### config.mk
export PLATFORM = sky130hd
export DESIGN_NAME = five_channel_sound_generator_unit
export DESIGN_NICKNAME = d
export VERILOG_FILES = /design/src/design/fcsg_pkg.sv /design/src/design/fcsg_core.sv /design/src/design/five_channel_sound_generator_unit.sv
export SDC_FILE = /design/constraint.sdc
export NUM_CORES = 2
export LEC_CHECK = 0
export ABC_CLOCK_PERIOD_IN_PS = 6000
export BUFFER_PORTS_ARGS = -buffer_cell sky130_fd_sc_hd__clkbuf_2
export CORE_ASPECT_RATIO = 1.25
export CORE_UTILIZATION = 55
export CTS_CLUSTER_DIAMETER = 30
export DETAILED_ROUTE_END_ITERATION = 10
export GPL_TIMING_DRIVEN = 0
export PLACE_DENSITY = 0.86
export SLEW_MARGIN = 10
export SYNTH_ARGS = -nofsm -noshare
export SYNTH_HDL_FRONTEND = slang
export SYNTH_SLANG_ARGS = --single-unit
### constraint.sdc
create_clock -name i_clk -period 6 [get_ports i_clk]
set_input_delay 0.3 -clock i_clk [delete_from_list [all_inputs] [get_ports i_clk]]
set_output_delay 0.3 -clock i_clk [all_outputs]
set_load 0.03 [all_outputs]
### src/design/fcsg_pkg.sv
// Package for the five channel sound generator.
// Holds command codes, frame timing constants, lookup tables and shared types.
// No dependencies.
package fcsg_pkg;

    localparam logic [1:0] CMD_TICK   = 2'd0;
    localparam logic [1:0] CMD_WRITE  = 2'd1;
    localparam logic [1:0] CMD_STATUS = 2'd2;
    localparam logic [1:0] CMD_DMA    = 2'd3;

    localparam logic [12:0] FRAME_FIRST = 13'd7457;
    localparam logic [12:0] FRAME_MID   = 13'd7458;
    localparam logic [12:0] FRAME_LAST  = 13'd7452;
    localparam logic [2:0]  FRAME_PRE   = 3'd7;

    localparam logic [6:0]  DMC_TOP     = 7'd125;
    localparam logic [13:0] SWEEP_LIMIT = 14'h07FF;
    localparam logic [15:0] DMC_WRAP    = 16'h8000;
    localparam logic [15:0] ADDR_TOP    = 16'hFFFF;
    localparam logic [1:0]  DMC_BASE    = 2'b11;

    localparam int unsigned IN_DATA_W  = 16;
    localparam int unsigned OUT_DATA_W = 40;

    typedef struct packed {
        logic       start;
        logic [3:0] divider;
        logic [3:0] decay;
    } t_env;

    typedef struct packed {
        logic       sample_valid;
        logic [4:0] pulse_level;
        logic [7:0] tnd_level;
        logic [7:0] read_data;
        logic       dma_request;
        logic [15:0] dma_address;
        logic       irq_line;
        logic       bad_access;
    } t_result;

    function automatic logic [7:0] len_lookup(input logic [4:0] idx);
        logic [7:0] v;
        case (idx)
            5'd0: v = 8'd10;   5'd1: v = 8'd254;  5'd2: v = 8'd20;   5'd3: v = 8'd2;
            5'd4: v = 8'd40;   5'd5: v = 8'd4;    5'd6: v = 8'd80;   5'd7: v = 8'd6;
            5'd8: v = 8'd160;  5'd9: v = 8'd8;    5'd10: v = 8'd60;  5'd11: v = 8'd10;
            5'd12: v = 8'd14;  5'd13: v = 8'd12;  5'd14: v = 8'd26;  5'd15: v = 8'd14;
            5'd16: v = 8'd12;  5'd17: v = 8'd16;  5'd18: v = 8'd24;  5'd19: v = 8'd18;
            5'd20: v = 8'd48;  5'd21: v = 8'd20;  5'd22: v = 8'd96;  5'd23: v = 8'd22;
            5'd24: v = 8'd192; 5'd25: v = 8'd24;  5'd26: v = 8'd72;  5'd27: v = 8'd26;
            5'd28: v = 8'd16;  5'd29: v = 8'd28;  5'd30: v = 8'd32;  5'd31: v = 8'd30;
            default: v = 8'd0;
        endcase
        return v;
    endfunction

    function automatic logic [11:0] noise_lookup(input logic [3:0] idx);
        logic [11:0] v;
        case (idx)
            4'd0: v = 12'd4;     4'd1: v = 12'd8;     4'd2: v = 12'd16;    4'd3: v = 12'd32;
            4'd4: v = 12'd64;    4'd5: v = 12'd96;    4'd6: v = 12'd128;   4'd7: v = 12'd160;
            4'd8: v = 12'd202;   4'd9: v = 12'd254;   4'd10: v = 12'd380;  4'd11: v = 12'd508;
            4'd12: v = 12'd762;  4'd13: v = 12'd1016; 4'd14: v = 12'd2034; 4'd15: v = 12'd4068;
            default: v = 12'd0;
        endcase
        return v;
    endfunction

    function automatic logic [8:0] dmc_lookup(input logic [3:0] idx);
        logic [8:0] v;
        case (idx)
            4'd0: v = 9'd428;  4'd1: v = 9'd380;  4'd2: v = 9'd340;  4'd3: v = 9'd320;
            4'd4: v = 9'd286;  4'd5: v = 9'd254;  4'd6: v = 9'd226;  4'd7: v = 9'd214;
            4'd8: v = 9'd190;  4'd9: v = 9'd160;  4'd10: v = 9'd142; 4'd11: v = 9'd128;
            4'd12: v = 9'd106; 4'd13: v = 9'd84;  4'd14: v = 9'd72;  4'd15: v = 9'd54;
            default: v = 9'd0;
        endcase
        return v;
    endfunction

    function automatic logic [7:0] duty_lookup(input logic [1:0] idx);
        logic [7:0] v;
        case (idx)
            2'd0: v = 8'h02;
            2'd1: v = 8'h06;
            2'd2: v = 8'h1E;
            2'd3: v = 8'hF9;
            default: v = 8'h00;
        endcase
        return v;
    endfunction

    function automatic logic [3:0] tri_lookup(input logic [4:0] step);
        return step[4] ? step[3:0] : ~step[3:0];
    endfunction

    // Quarter-frame envelope clock.
    function automatic t_env env_clock(input t_env e, input logic [7:0] ctl);
        t_env r;
        r = e;
        if (e.start) begin
            r.start   = 1'b0;
            r.decay   = 4'd15;
            r.divider = ctl[3:0];
        end else if (e.divider == 4'd0) begin
            r.divider = ctl[3:0];
            if (e.decay != 4'd0) r.decay = e.decay - 4'd1;
            else if (ctl[5]) r.decay = 4'd15;
        end else begin
            r.divider = e.divider - 4'd1;
        end
        return r;
    endfunction

endpackage

### src/design/fcsg_core.sv
// Channel state and per-item update logic of the sound generator.
// One item is applied per enabled cycle; the result is combinational.
// Depends on fcsg_pkg.
module fcsg_core (
    input  logic               i_clk,
    input  logic               i_rst_n,
    input  logic               i_en,
    input  logic [1:0]         i_cmd,
    input  logic [4:0]         i_off,
    input  logic [7:0]         i_data,
    input  logic [4:0]         i_mute,
    output fcsg_pkg::t_result  o_res
);

    localparam logic [4:0] OFF_SWEEP1 = 5'd1,  OFF_LO1 = 5'd2,  OFF_HI1 = 5'd3;
    localparam logic [4:0] OFF_SWEEP2 = 5'd5,  OFF_LO2 = 5'd6,  OFF_HI2 = 5'd7;
    localparam logic [4:0] OFF_LIN = 5'd8, OFF_TLO = 5'd10, OFF_THI = 5'd11;
    localparam logic [4:0] OFF_NPER = 5'd14, OFF_NLEN = 5'd15;
    localparam logic [4:0] OFF_DCTL = 5'd16, OFF_DLVL = 5'd17, OFF_DADR = 5'd18;
    localparam logic [4:0] OFF_DLEN = 5'd19, OFF_GAP1 = 5'd20, OFF_ENA = 5'd21;
    localparam logic [4:0] OFF_GAP2 = 5'd22, OFF_FRAME = 5'd23;

    logic [7:0]  r_reg [24];      logic [7:0]  n_reg [24];
    fcsg_pkg::t_env r_env [3];    fcsg_pkg::t_env n_env [3];
    logic [7:0]  r_len [4];       logic [7:0]  n_len [4];
    logic [11:0] r_pper [2];      logic [11:0] n_pper [2];
    logic [12:0] r_ptim [2];      logic [12:0] n_ptim [2];
    logic [2:0]  r_pstep [2];     logic [2:0]  n_pstep [2];
    logic [2:0]  r_swcnt [2];     logic [2:0]  n_swcnt [2];
    logic        r_swrel [2];     logic        n_swrel [2];
    logic        r_swsil [2];     logic        n_swsil [2];
    logic [14:0] r_lfsr, n_lfsr;
    logic [11:0] r_nper, n_nper, r_ntim, n_ntim;
    logic [11:0] r_tper, n_tper, r_ttim, n_ttim;
    logic [4:0]  r_tstep, n_tstep;
    logic [6:0]  r_lin, n_lin, r_linld, n_linld;
    logic        r_linrel, n_linrel;
    logic [8:0]  r_dper, n_dper, r_dtim, n_dtim;
    logic [7:0]  r_dshift, n_dshift;
    logic [3:0]  r_dbits, n_dbits;
    logic [6:0]  r_dlvl, n_dlvl;
    logic [15:0] r_dadr, n_dadr, r_dstart, n_dstart;
    logic [11:0] r_dleft, n_dleft, r_dtotal, n_dtotal;
    logic [12:0] r_fcnt, n_fcnt, r_ftgt, n_ftgt;
    logic [2:0]  r_fstep, n_fstep;
    logic        r_firq, n_firq, r_dirq, n_dirq, r_await, n_await;

    logic        q, h, five, do_emit, do_bit, p;
    logic [13:0] fnext;
    logic [2:0]  sp1, nn, fs;
    logic [7:0]  ctl, sw;
    logic [11:0] adj;
    logic signed [13:0] tgt;
    logic [4:0]  pvol [2];
    logic [3:0]  nvol;
    logic [7:0]  tnd;
    logic        fb;
    fcsg_pkg::t_result res;

    always_comb begin
        n_reg = r_reg;  n_env = r_env;  n_len = r_len;  n_pper = r_pper;
        n_ptim = r_ptim; n_pstep = r_pstep; n_swcnt = r_swcnt; n_swrel = r_swrel;
        n_swsil = r_swsil; n_lfsr = r_lfsr; n_nper = r_nper; n_ntim = r_ntim;
        n_tper = r_tper; n_ttim = r_ttim; n_tstep = r_tstep; n_lin = r_lin;
        n_linld = r_linld; n_linrel = r_linrel; n_dper = r_dper; n_dtim = r_dtim;
        n_dshift = r_dshift; n_dbits = r_dbits; n_dlvl = r_dlvl; n_dadr = r_dadr;
        n_dstart = r_dstart; n_dleft = r_dleft; n_dtotal = r_dtotal;
        n_fcnt = r_fcnt; n_ftgt = r_ftgt; n_fstep = r_fstep;
        n_firq = r_firq; n_dirq = r_dirq; n_await = r_await;
        res = '0; q = 1'b0; h = 1'b0; five = 1'b0; do_emit = 1'b0; do_bit = 1'b0;
        fnext = '0; sp1 = '0; nn = '0; fs = '0; ctl = '0; sw = '0; adj = '0;
        tgt = '0; fb = 1'b0; p = i_off[2];

        if (r_await) begin
            if (i_cmd == fcsg_pkg::CMD_DMA) begin
                // take the fetched byte
                n_await  = 1'b0;
                n_dshift = i_data;
                n_dleft  = r_dleft - 12'd1;
                if (n_dleft == 12'd0) begin
                    if (r_reg[16][6]) begin
                        n_dleft = r_dtotal;
                        n_dadr  = r_dstart;
                    end
                    if (r_reg[16][7]) n_dirq = 1'b1;
                end else begin
                    n_dadr = (r_dadr == fcsg_pkg::ADDR_TOP) ? fcsg_pkg::DMC_WRAP
                                                            : r_dadr + 16'd1;
                end
                n_dbits = 4'd8;
                do_bit  = 1'b1;
                do_emit = 1'b1;
            end else begin
                res.dma_request = 1'b1;
                res.dma_address = r_dadr;
            end
        end else begin
            case (i_cmd)
                fcsg_pkg::CMD_TICK: begin
                    // frame sequencer
                    fnext = {1'b0, r_fcnt} + 14'd1;
                    if (fnext >= {1'b0, r_ftgt}) begin
                        five  = r_reg[23][7];
                        sp1   = (r_fstep == fcsg_pkg::FRAME_PRE) ? 3'd0 : r_fstep + 3'd1;
                        nn    = five ? 3'd5 : 3'd4;
                        fs    = (sp1 >= nn) ? sp1 - nn : sp1;
                        fnext = fnext - {1'b0, r_ftgt};
                        n_fstep = fs;
                        h = (fs == 3'd0) || (fs == 3'd2);
                        if (five) begin
                            n_ftgt = (fs == 3'd0) ? fcsg_pkg::FRAME_FIRST :
                                     (fs == 3'd4) ? fcsg_pkg::FRAME_LAST : fcsg_pkg::FRAME_MID;
                            q = (fs != 3'd4);
                        end else begin
                            n_ftgt = (fs[1:0] == 2'd0) ? fcsg_pkg::FRAME_FIRST
                                                       : fcsg_pkg::FRAME_MID;
                            q = 1'b1;
                            if (fs == 3'd0 && !r_reg[23][6]) n_firq = 1'b1;
                        end
                    end
                    n_fcnt = fnext[12:0];

                    for (int i = 0; i < 2; i++) begin
                        ctl = r_reg[4*i];
                        sw  = r_reg[4*i+1];
                        if (q) n_env[i] = fcsg_pkg::env_clock(r_env[i], ctl);
                        if (h) begin
                            if (!ctl[5] && r_len[i] != 8'd0) n_len[i] = r_len[i] - 8'd1;
                            if (r_swcnt[i] == 3'd0) begin
                                adj = r_pper[i] >> sw[2:0];
                                if (sw[3])
                                    tgt = $signed({2'b00, r_pper[i]}) - $signed({2'b00, adj})
                                          - ((i == 0) ? 14'sd1 : 14'sd0);
                                else
                                    tgt = $signed({2'b00, r_pper[i]}) + $signed({2'b00, adj});
                                if (tgt < 0) tgt = '0;
                                n_swsil[i] = (tgt >= $signed(fcsg_pkg::SWEEP_LIMIT));
                                if (sw[7] && !n_swsil[i] && sw[2:0] != 3'd0)
                                    n_pper[i] = tgt[11:0];
                                n_swcnt[i] = sw[6:4];
                                n_swrel[i] = 1'b0;
                            end else if (r_swrel[i]) begin
                                n_swcnt[i] = sw[6:4];
                                n_swrel[i] = 1'b0;
                            end else begin
                                n_swcnt[i] = r_swcnt[i] - 3'd1;
                            end
                        end
                        if (r_ptim[i] <= 13'd1) begin
                            n_ptim[i] = {n_pper[i], 1'b0};
                            if (n_len[i] != 8'd0) n_pstep[i] = r_pstep[i] + 3'd1;
                        end else begin
                            n_ptim[i] = r_ptim[i] - 13'd1;
                        end
                    end

                    // noise
                    if (q) n_env[2] = fcsg_pkg::env_clock(r_env[2], r_reg[12]);
                    if (h && !r_reg[12][5] && r_len[3] != 8'd0) n_len[3] = r_len[3] - 8'd1;
                    if (r_ntim <= 12'd1) begin
                        fb = r_lfsr[0] ^ (r_reg[14][7] ? r_lfsr[6] : r_lfsr[1]);
                        n_ntim = r_nper;
                        n_lfsr = {fb, r_lfsr[14:1]};
                    end else begin
                        n_ntim = r_ntim - 12'd1;
                    end

                    // triangle
                    if (q) begin
                        if (r_linrel) n_lin = r_linld;
                        else if (r_lin != 7'd0) n_lin = r_lin - 7'd1;
                        if (!r_reg[8][7]) n_linrel = 1'b0;
                    end
                    if (h && !r_reg[8][7] && r_len[2] != 8'd0) n_len[2] = r_len[2] - 8'd1;
                    if (r_ttim <= 12'd1) begin
                        n_ttim = r_tper;
                        if (n_len[2] != 8'd0 && n_lin != 7'd0 && r_tper > 12'd7)
                            n_tstep = r_tstep + 5'd1;
                    end else begin
                        n_ttim = r_ttim - 12'd1;
                    end

                    // delta sample channel
                    do_emit = 1'b1;
                    if (r_dtim <= 9'd1) begin
                        n_dtim = r_dper;
                        if (r_dbits == 4'd0 && r_dleft != 12'd0) begin
                            n_await = 1'b1;
                            res.dma_request = 1'b1;
                            res.dma_address = r_dadr;
                            do_emit = 1'b0;
                        end else begin
                            do_bit = 1'b1;
                        end
                    end else begin
                        n_dtim = r_dtim - 9'd1;
                    end
                end
                fcsg_pkg::CMD_WRITE: begin
                    if (i_off == OFF_GAP1 || i_off == OFF_GAP2 || i_off > OFF_FRAME) begin
                        res.bad_access = 1'b1;
                    end else begin
                        n_reg[i_off] = i_data;
                        case (i_off)
                            OFF_SWEEP1, OFF_SWEEP2: begin
                                n_swcnt[p] = 3'd0;
                                n_swrel[p] = 1'b1;
                                n_swsil[p] = 1'b0;
                            end
                            OFF_LO1, OFF_LO2: begin
                                n_pper[p] = {1'b0, n_reg[{2'b00, p, 2'b11}][2:0],
                                             n_reg[{2'b00, p, 2'b10}]} + 12'd1;
                            end
                            OFF_HI1, OFF_HI2: begin
                                n_pper[p] = {1'b0, n_reg[{2'b00, p, 2'b11}][2:0],
                                             n_reg[{2'b00, p, 2'b10}]} + 12'd1;
                                n_env[p].start = 1'b1;
                                n_pstep[p] = 3'd0;
                                if (r_reg[21][p]) n_len[p] = fcsg_pkg::len_lookup(i_data[7:3]);
                            end
                            OFF_LIN: begin
                                n_linld = i_data[6:0];
                                if (i_data[7]) n_linrel = 1'b1;
                            end
                            OFF_TLO, OFF_THI: begin
                                n_tper = {1'b0, n_reg[11][2:0], n_reg[10]} + 12'd1;
                                if (i_off == OFF_THI) begin
                                    if (r_reg[21][2])
                                        n_len[2] = fcsg_pkg::len_lookup(i_data[7:3]);
                                    n_linrel = 1'b1;
                                end
                            end
                            OFF_NPER: n_nper = fcsg_pkg::noise_lookup(i_data[3:0]);
                            OFF_NLEN: begin
                                n_env[2].start = 1'b1;
                                if (r_reg[21][3]) n_len[3] = fcsg_pkg::len_lookup(i_data[7:3]);
                            end
                            OFF_DCTL: begin
                                n_dper = fcsg_pkg::dmc_lookup(i_data[3:0]);
                                if (!i_data[7]) n_dirq = 1'b0;
                            end
                            OFF_DLVL: n_dlvl = i_data[6:0];
                            OFF_DADR: begin
                                n_dstart = {fcsg_pkg::DMC_BASE, i_data, 6'd0};
                                n_dadr   = {fcsg_pkg::DMC_BASE, i_data, 6'd0};
                            end
                            OFF_DLEN: begin
                                n_dtotal = {i_data, 4'd0} + 12'd1;
                                if (r_reg[21][4]) n_dleft = n_dtotal;
                            end
                            OFF_ENA: begin
                                for (int i = 0; i < 4; i++)
                                    if (!i_data[i]) n_len[i] = 8'd0;
                                if (!i_data[4]) begin
                                    n_dleft = 12'd0;
                                end else if (r_dleft == 12'd0) begin
                                    n_dleft = r_dtotal;
                                    n_dadr  = r_dstart;
                                end
                                n_dirq = 1'b0;
                            end
                            OFF_FRAME: begin
                                if (i_data[6]) n_firq = 1'b0;
                                n_fstep = fcsg_pkg::FRAME_PRE;
                                n_ftgt  = r_fcnt[0] ? 13'd3 : 13'd4;
                                n_fcnt  = 13'd0;
                            end
                            default: ;
                        endcase
                    end
                end
                fcsg_pkg::CMD_STATUS: begin
                    res.read_data = {r_dirq, r_firq, 1'b0, r_dleft != 12'd0,
                                     r_len[3] != 8'd0, r_len[2] != 8'd0,
                                     r_len[1] != 8'd0, r_len[0] != 8'd0};
                    n_firq = 1'b0;
                end
                default: ;  // stray DMA return
            endcase
        end

        // shift out one sample bit
        if (do_bit && n_dbits != 4'd0) begin
            if (n_dshift[0]) begin
                if (n_dlvl <= fcsg_pkg::DMC_TOP) n_dlvl = n_dlvl + 7'd2;
            end else if (n_dlvl >= 7'd2) begin
                n_dlvl = n_dlvl - 7'd2;
            end
            n_dshift = n_dshift >> 1;
            n_dbits  = n_dbits - 4'd1;
        end

        // mix
        for (int i = 0; i < 2; i++) begin
            pvol[i] = '0;
            if (fcsg_pkg::duty_lookup(n_reg[4*i][7:6])[n_pstep[i]] && !n_swsil[i] &&
                n_len[i] != 8'd0 && n_pper[i] >= 12'd8 && !i_mute[i])
                pvol[i] = {1'b0, n_reg[4*i][4] ? n_reg[4*i][3:0] : n_env[i].decay};
        end
        nvol = n_reg[12][4] ? n_reg[12][3:0] : n_env[2].decay;
        tnd = {1'b0, n_dlvl} & {8{!i_mute[4]}};
        if (!i_mute[2]) tnd = tnd + 8'(3 * fcsg_pkg::tri_lookup(n_tstep));
        if (n_len[3] != 8'd0 && !n_lfsr[0] && !i_mute[3]) tnd = tnd + {3'd0, nvol, 1'b0};
        if (do_emit) begin
            res.sample_valid = 1'b1;
            res.pulse_level  = pvol[0] + pvol[1];
            res.tnd_level    = tnd;
        end
        res.irq_line = n_firq | n_dirq;
    end

    assign o_res = res;

    always_ff @(posedge i_clk) begin
        if (!i_rst_n) begin
            for (int i = 0; i < 24; i++) r_reg[i] <= '0;
            for (int i = 0; i < 3; i++) r_env[i] <= '0;
            for (int i = 0; i < 4; i++) r_len[i] <= '0;
            for (int i = 0; i < 2; i++) begin
                r_pper[i] <= '0; r_ptim[i] <= '0; r_pstep[i] <= '0;
                r_swcnt[i] <= '0; r_swrel[i] <= 1'b0; r_swsil[i] <= 1'b0;
            end
            r_lfsr <= 15'd1; r_nper <= '0; r_ntim <= '0;
            r_tper <= '0; r_ttim <= '0; r_tstep <= '0;
            r_lin <= '0; r_linld <= '0; r_linrel <= 1'b0;
            r_dper <= '0; r_dtim <= '0; r_dshift <= 8'd1; r_dbits <= '0;
            r_dlvl <= '0; r_dadr <= '0; r_dstart <= '0; r_dleft <= '0; r_dtotal <= '0;
            r_fcnt <= '0; r_ftgt <= fcsg_pkg::FRAME_FIRST; r_fstep <= '0;
            r_firq <= 1'b0; r_dirq <= 1'b0; r_await <= 1'b0;
        end else if (i_en) begin
            r_reg <= n_reg; r_env <= n_env; r_len <= n_len;
            r_pper <= n_pper; r_ptim <= n_ptim; r_pstep <= n_pstep;
            r_swcnt <= n_swcnt; r_swrel <= n_swrel; r_swsil <= n_swsil;
            r_lfsr <= n_lfsr; r_nper <= n_nper; r_ntim <= n_ntim;
            r_tper <= n_tper; r_ttim <= n_ttim; r_tstep <= n_tstep;
            r_lin <= n_lin; r_linld <= n_linld; r_linrel <= n_linrel;
            r_dper <= n_dper; r_dtim <= n_dtim; r_dshift <= n_dshift; r_dbits <= n_dbits;
            r_dlvl <= n_dlvl; r_dadr <= n_dadr; r_dstart <= n_dstart;
            r_dleft <= n_dleft; r_dtotal <= n_dtotal;
            r_fcnt <= n_fcnt; r_ftgt <= n_ftgt; r_fstep <= n_fstep;
            r_firq <= n_firq; r_dirq <= n_dirq; r_await <= n_await;
        end
    end

endmodule

### src/design/five_channel_sound_generator_unit.sv
// Five channel sound generator: input register, channel core, result register, APB.
// Depends on fcsg_pkg and fcsg_core.
//
// Usage: each input transaction carries a command in tuser (tick, register write,
// status read, DMA byte return) with offset and data in tdata. Every input
// transaction yields exactly one output transaction. A tick gives the pulse and
// triangle/noise/DMC sums, or a DMA request; the sender must then supply a DMA
// return transaction, which completes the tick.
// An accepted transaction passes the input register, then the result register;
// one transaction per cycle is sustained while the receiver does not stall, set by
// the core's single update pass. The input register accepts while empty even if the
// result register waits, and holds when the receiver stalls with both stages full.
// Reset (synchronous, active low) resets all channel state, empties both stages
// and clears the mute mask. The mute mask is written over APB at address 0.
module five_channel_sound_generator_unit (
    input  logic        i_clk,
    input  logic        i_rst_n,
    input  logic        i_s_axis_tvalid,
    output logic        o_s_axis_tready,
    input  logic [15:0] i_s_axis_tdata,   // reg_offset[4:0], data[12:5]
    input  logic [1:0]  i_s_axis_tuser,   // cmd[1:0]
    output logic        o_m_axis_tvalid,
    input  logic        i_m_axis_tready,
    output logic [39:0] o_m_axis_tdata,   // pulse_level[4:0], tnd_level[12:5],
                                          // read_data[20:13], dma_address[36:21],
                                          // irq_line[37], bad_access[38]
    output logic [1:0]  o_m_axis_tuser,   // sample_valid[0], dma_request[1]
    input  logic        psel,
    input  logic        penable,
    input  logic        pwrite,
    input  logic [2:0]  paddr,
    input  logic [31:0] pwdata,
    output logic [31:0] prdata,
    output logic        pready
);

    logic        r_in_valid;
    logic [15:0] r_in_data;
    logic [1:0]  r_in_cmd;
    logic        r_out_valid;
    fcsg_pkg::t_result r_out;
    fcsg_pkg::t_result res;
    logic [4:0]  r_mute;
    logic        advance;

    assign advance         = r_in_valid && (!r_out_valid || i_m_axis_tready);
    assign o_s_axis_tready = !r_in_valid || advance;
    assign pready          = 1'b1;
    assign prdata          = paddr[2] ? 32'd0 : {27'd0, r_mute};

    fcsg_core u_core (
        .i_clk   (i_clk),
        .i_rst_n (i_rst_n),
        .i_en    (advance),
        .i_cmd   (r_in_cmd),
        .i_off   (r_in_data[4:0]),
        .i_data  (r_in_data[12:5]),
        .i_mute  (r_mute),
        .o_res   (res)
    );

    always_ff @(posedge i_clk) begin
        if (!i_rst_n) begin
            r_in_valid  <= 1'b0;
            r_out_valid <= 1'b0;
            r_mute      <= '0;
        end else begin
            if (o_s_axis_tready) r_in_valid <= i_s_axis_tvalid;
            if (advance) r_out_valid <= 1'b1;
            else if (i_m_axis_tready) r_out_valid <= 1'b0;
            if (psel && penable && pwrite && !paddr[2]) r_mute <= pwdata[4:0];
        end
        if (o_s_axis_tready && i_s_axis_tvalid) begin
            r_in_data <= i_s_axis_tdata;
            r_in_cmd  <= i_s_axis_tuser;
        end
        if (advance) r_out <= res;
    end

    assign o_m_axis_tvalid = r_out_valid;
    assign o_m_axis_tuser  = {r_out.dma_request, r_out.sample_valid};
    assign o_m_axis_tdata  = {1'b0, r_out.bad_access, r_out.irq_line, r_out.dma_address,
                              r_out.read_data, r_out.tnd_level, r_out.pulse_level};

endmodule

==> results.txt <==
Metal1 wirelength - 49530 um
Startpoint types - flop
Post-route minimum period - 7.441 ns
Worst hold path class - in2reg
Synth area leaders - dfxtp_1 (25%), nor2_1 (7.0%), a21oi_1 (6.3%), ha_1 (5.5%), mux2i_1 (5.2%)
Starting Density - 55.73%
Most used DFF post-synth - dfxtp_1
Fill cell count - 4588
Number of max-cap violations - 1
Die ar. - 0.06010 mm2
Setup TNS Final - -15.23 ns
EDFF count, synth - 55
Post-DRT Antenna Nets - 0
Detail Placement HPWL - 100100 um
Leakage - 15.27 nW
CP arrival - 7.85 ns
GPL Wtd Cong - 1.066
Die Ht - 273.8 um
Async S/R FF share, synth - 0%
Area delta synth->final - 23.40%
WHS Endpoint - u_core.r_pper[19]$_SDFFE_PN0P_
Initial antenna violation count - 7
Commonest non-fill, non-tap cell in the layout - nor2_1
H-tree levels - 3
GRT Util Overall - 47.20%
Port Buffers - 74
Outcome - finished, violations left
Vias - 37583
Most frequent cells in the layout - nor2_1 (603), nand2_1 (407), a21oi_1 (398)
# IOs - 137
Drt total wl - 148300 um
Worst-Skew Late Latency - 0.69 ns
Row cnt - 99
Period utilization - 124.0%
Root Buffer - clkbuf_16
Hold depth - 3
Number of distinct library cells after synthesis - 117
Final core occ - 68.78%
Layout cell share with drive strength beyond 1 - 15.07%
Largest stage delay, worst path - 1.08 ns
CP Max Fanout - 7
CP max-delay cell - o21ai_1
Die extent in x - 219.5 um
Hold WS - 0.1864 ns
DRT Pass-1 Iters - 9
Maximum vdd drop - 0.2456 mV
Clock buffer depth - 3
Clock slew at reported path FFs - 0.05 ns
RSZ-0062 raised after global routing - yes
Worst R2R End - o_m_axis_tdata[3]$_SDFFCE_PN0P_
Synth warn - 0
Largest net degree at the start of global routing - 50
First-pass GRT wire length - 213000 um
Aggregate global routing overflow - 0
Metal3 WL - 19340 um
Wire per inst - 27.10 um
Cells after Synth - 4273
Post-synthesis sequential area ratio - 30.32%
Setup violators final - 33
Hold path start - i_rst_n
Synth area leader - dfxtp_1
Top routing layer in use - met5
Pwr/cell area - 265.4 mW/mm2
Nets - 4840
Core ar. - 0.05834 mm2
DRC - 0
Synthesized area per cell - 7.610 um2
Final worst slack - -1.441 ns
R2R depth - 27
Initial DRC count - 5731
Violated checks - capacitance limit, slew limit, setup timing
Clock sink count - 465
Actual slew at the worst max-slew pin - 1.628 ns
Vias per Instance - 6.866
Flop-to-flop setup slack - -1.44 ns
Mapped Area - 0.03252 mm2
Vias in the first global route - 35149
Slew margin rel. - -8.546%
CTS tree - built
WP data required - 6.41 ns
Cts bufs inserted - 96
Critical Path End Type - flop
Yosys reg bits - 465
Critical path class - reg2reg
Number of flip-flops in the largest register - 52
Yosys top cell area share - 25.24%
Fmax - 0.1344 GHz
Metal2 WL - 62700 um
Clock Skew - 0.05127 ns
Final hold violations - 0
Max-slew violations - 11
[critical path, delay by kind of cell (launching register included)]
family / cells / cell delay, ns
AOI/OAI and AO/OA: 10 / 3.25
xor gates and xnor gates: 1 / 0.20
adders and majority gates: 2 / 0.64
buffers and inverters: 6 / 0.93
DFF: 1 / 0.38
muxes: 3 / 0.72
and+or+nand+nor: 5 / 1.03
[area by class of cell]
cell class	instances	area (um2)	area share, %
Inverter	165	619.3	1.543
Buffer	297	1390	3.464
Timing Repair Buffer	237	1772	4.415
Multi-Input combinational cell	3366	22160	55.22
Tap cell	757	947.2	2.360
Clock inverter	54	613.1	1.528
Sequential cell	465	9911	24.70
Clock buffer	127	2703	6.735
Antenna cell	6	15.01	0.03742
[per-stage QoR]
step / setup slack, ns / cell area, um2 / total power, mW / cells
after floorplan: -0.2327 / 32880 / 4.302 / 4301
after global placement: -1.895 / 34200 / 4.792 / 5132
after detailed placement: -1.888 / 34200 / 4.806 / 5132
after CTS: -0.6314 / 39270 / 10.34 / 5433
after global routing: -1.448 / 40110 / 10.81 / 5468
final: -1.441 / 40130 / 10.65 / 5474
[logic make-up (layout without fill, tap and decap cells)]
kind of cell	count (synthesis)	in the layout	share of synthesized area [%]
and+or+nand+nor	1626	1626	23.27
AOI/OAI and AO/OA	1243	1243	24.95
buffers and inverters	470	880	5.899
DFF	465	465	30.32
muxes	195	195	6.203
adders and majority gates	152	152	6.057
xor gates and xnor gates	120	120	3.278
other	2	36	0.02310
[power breakdown]
| part | switching [mW] | internal, mW | total (mW) |
|---|---|---|---|
| clock | 2.00 | 3.47 | 5.47 |
| combinational | 1.24 | 0.618 | 1.86 |
| sequential | 0.100 | 3.22 | 3.32 |
[synth_stat cells, types with 15 or more instances]
cell type,instances
nor4_1,31
a22oi_1,57
nand3_1,121
nor3b_1,22
edfxtp_1,55
mux2i_1,170
o21a_1,18
and3_1,30
a211o_1,16
a21o_1,29
a311oi_1,16
o31ai_1,22
dfxtp_1,410
nor3_1,106
clkbuf_1,239
or3_1,34
buf_4,33
nand4_1,25
a211oi_1,114
a21oi_1,408
nand2b_1,48
a221oi_1,22
nor2_1,610
and2_1,34
mux2_2,22
xnor2_1,72
or4_1,17
nor2b_1,61
buf_1,19
o22ai_1,43
nand3b_1,22
o21ai_0,220
inv_1,162
a31oi_1,48
ha_1,143
a32oi_1,15
xor2_1,46
o211ai_1,31
nand2_1,407
[worst max path at each step]
stage / startpoint / endpoint / slack [ns]
finish: flop / o_m_axis_tdata[3]$_SDFFCE_PN0P_ / -1.44
global placement: r_in_data[6]$_DFFE_PP_ / o_m_axis_tdata[4]$_SDFFCE_PN0P_ / -1.90
CTS: u_core.r_fcnt[0]$_SDFFE_PN0P_ / o_m_axis_tdata[11]$_SDFFCE_PN0P_ / -0.63
detailed placement: r_in_data[6]$_DFFE_PP_ / o_m_axis_tdata[4]$_SDFFCE_PN0P_ / -1.89
floorplan: u_core.r_fcnt[1]$_SDFFE_PN0P_ / o_m_axis_tdata[11]$_SDFFCE_PN0P_ / -0.23
global route: flop / o_m_axis_tdata[3]$_SDFFCE_PN0P_ / -1.45
[metal layers]
| metal | up-vias | global-route usage, % |
|---|---|---|
| met3 | 1071 | 15.79 |
| met1 | 17406 | 51.91 |
| met4 | 8 | 43.60 |
| met5 | - | 0 |
| met2 | 2970 | 71.50 |
| li1 | 16128 | - |
[repair_timing]
action                     4_1_cts  5_1_grt
gates resized for setup        174       97
setup endpoints to repair       13       18
gates cloned                     0        1
hold buffers                    23        0
pin swaps                       70       68
buffers inserted               103       44
hold endpoints to repair        22        0
(Power assumes the default switching activity.)
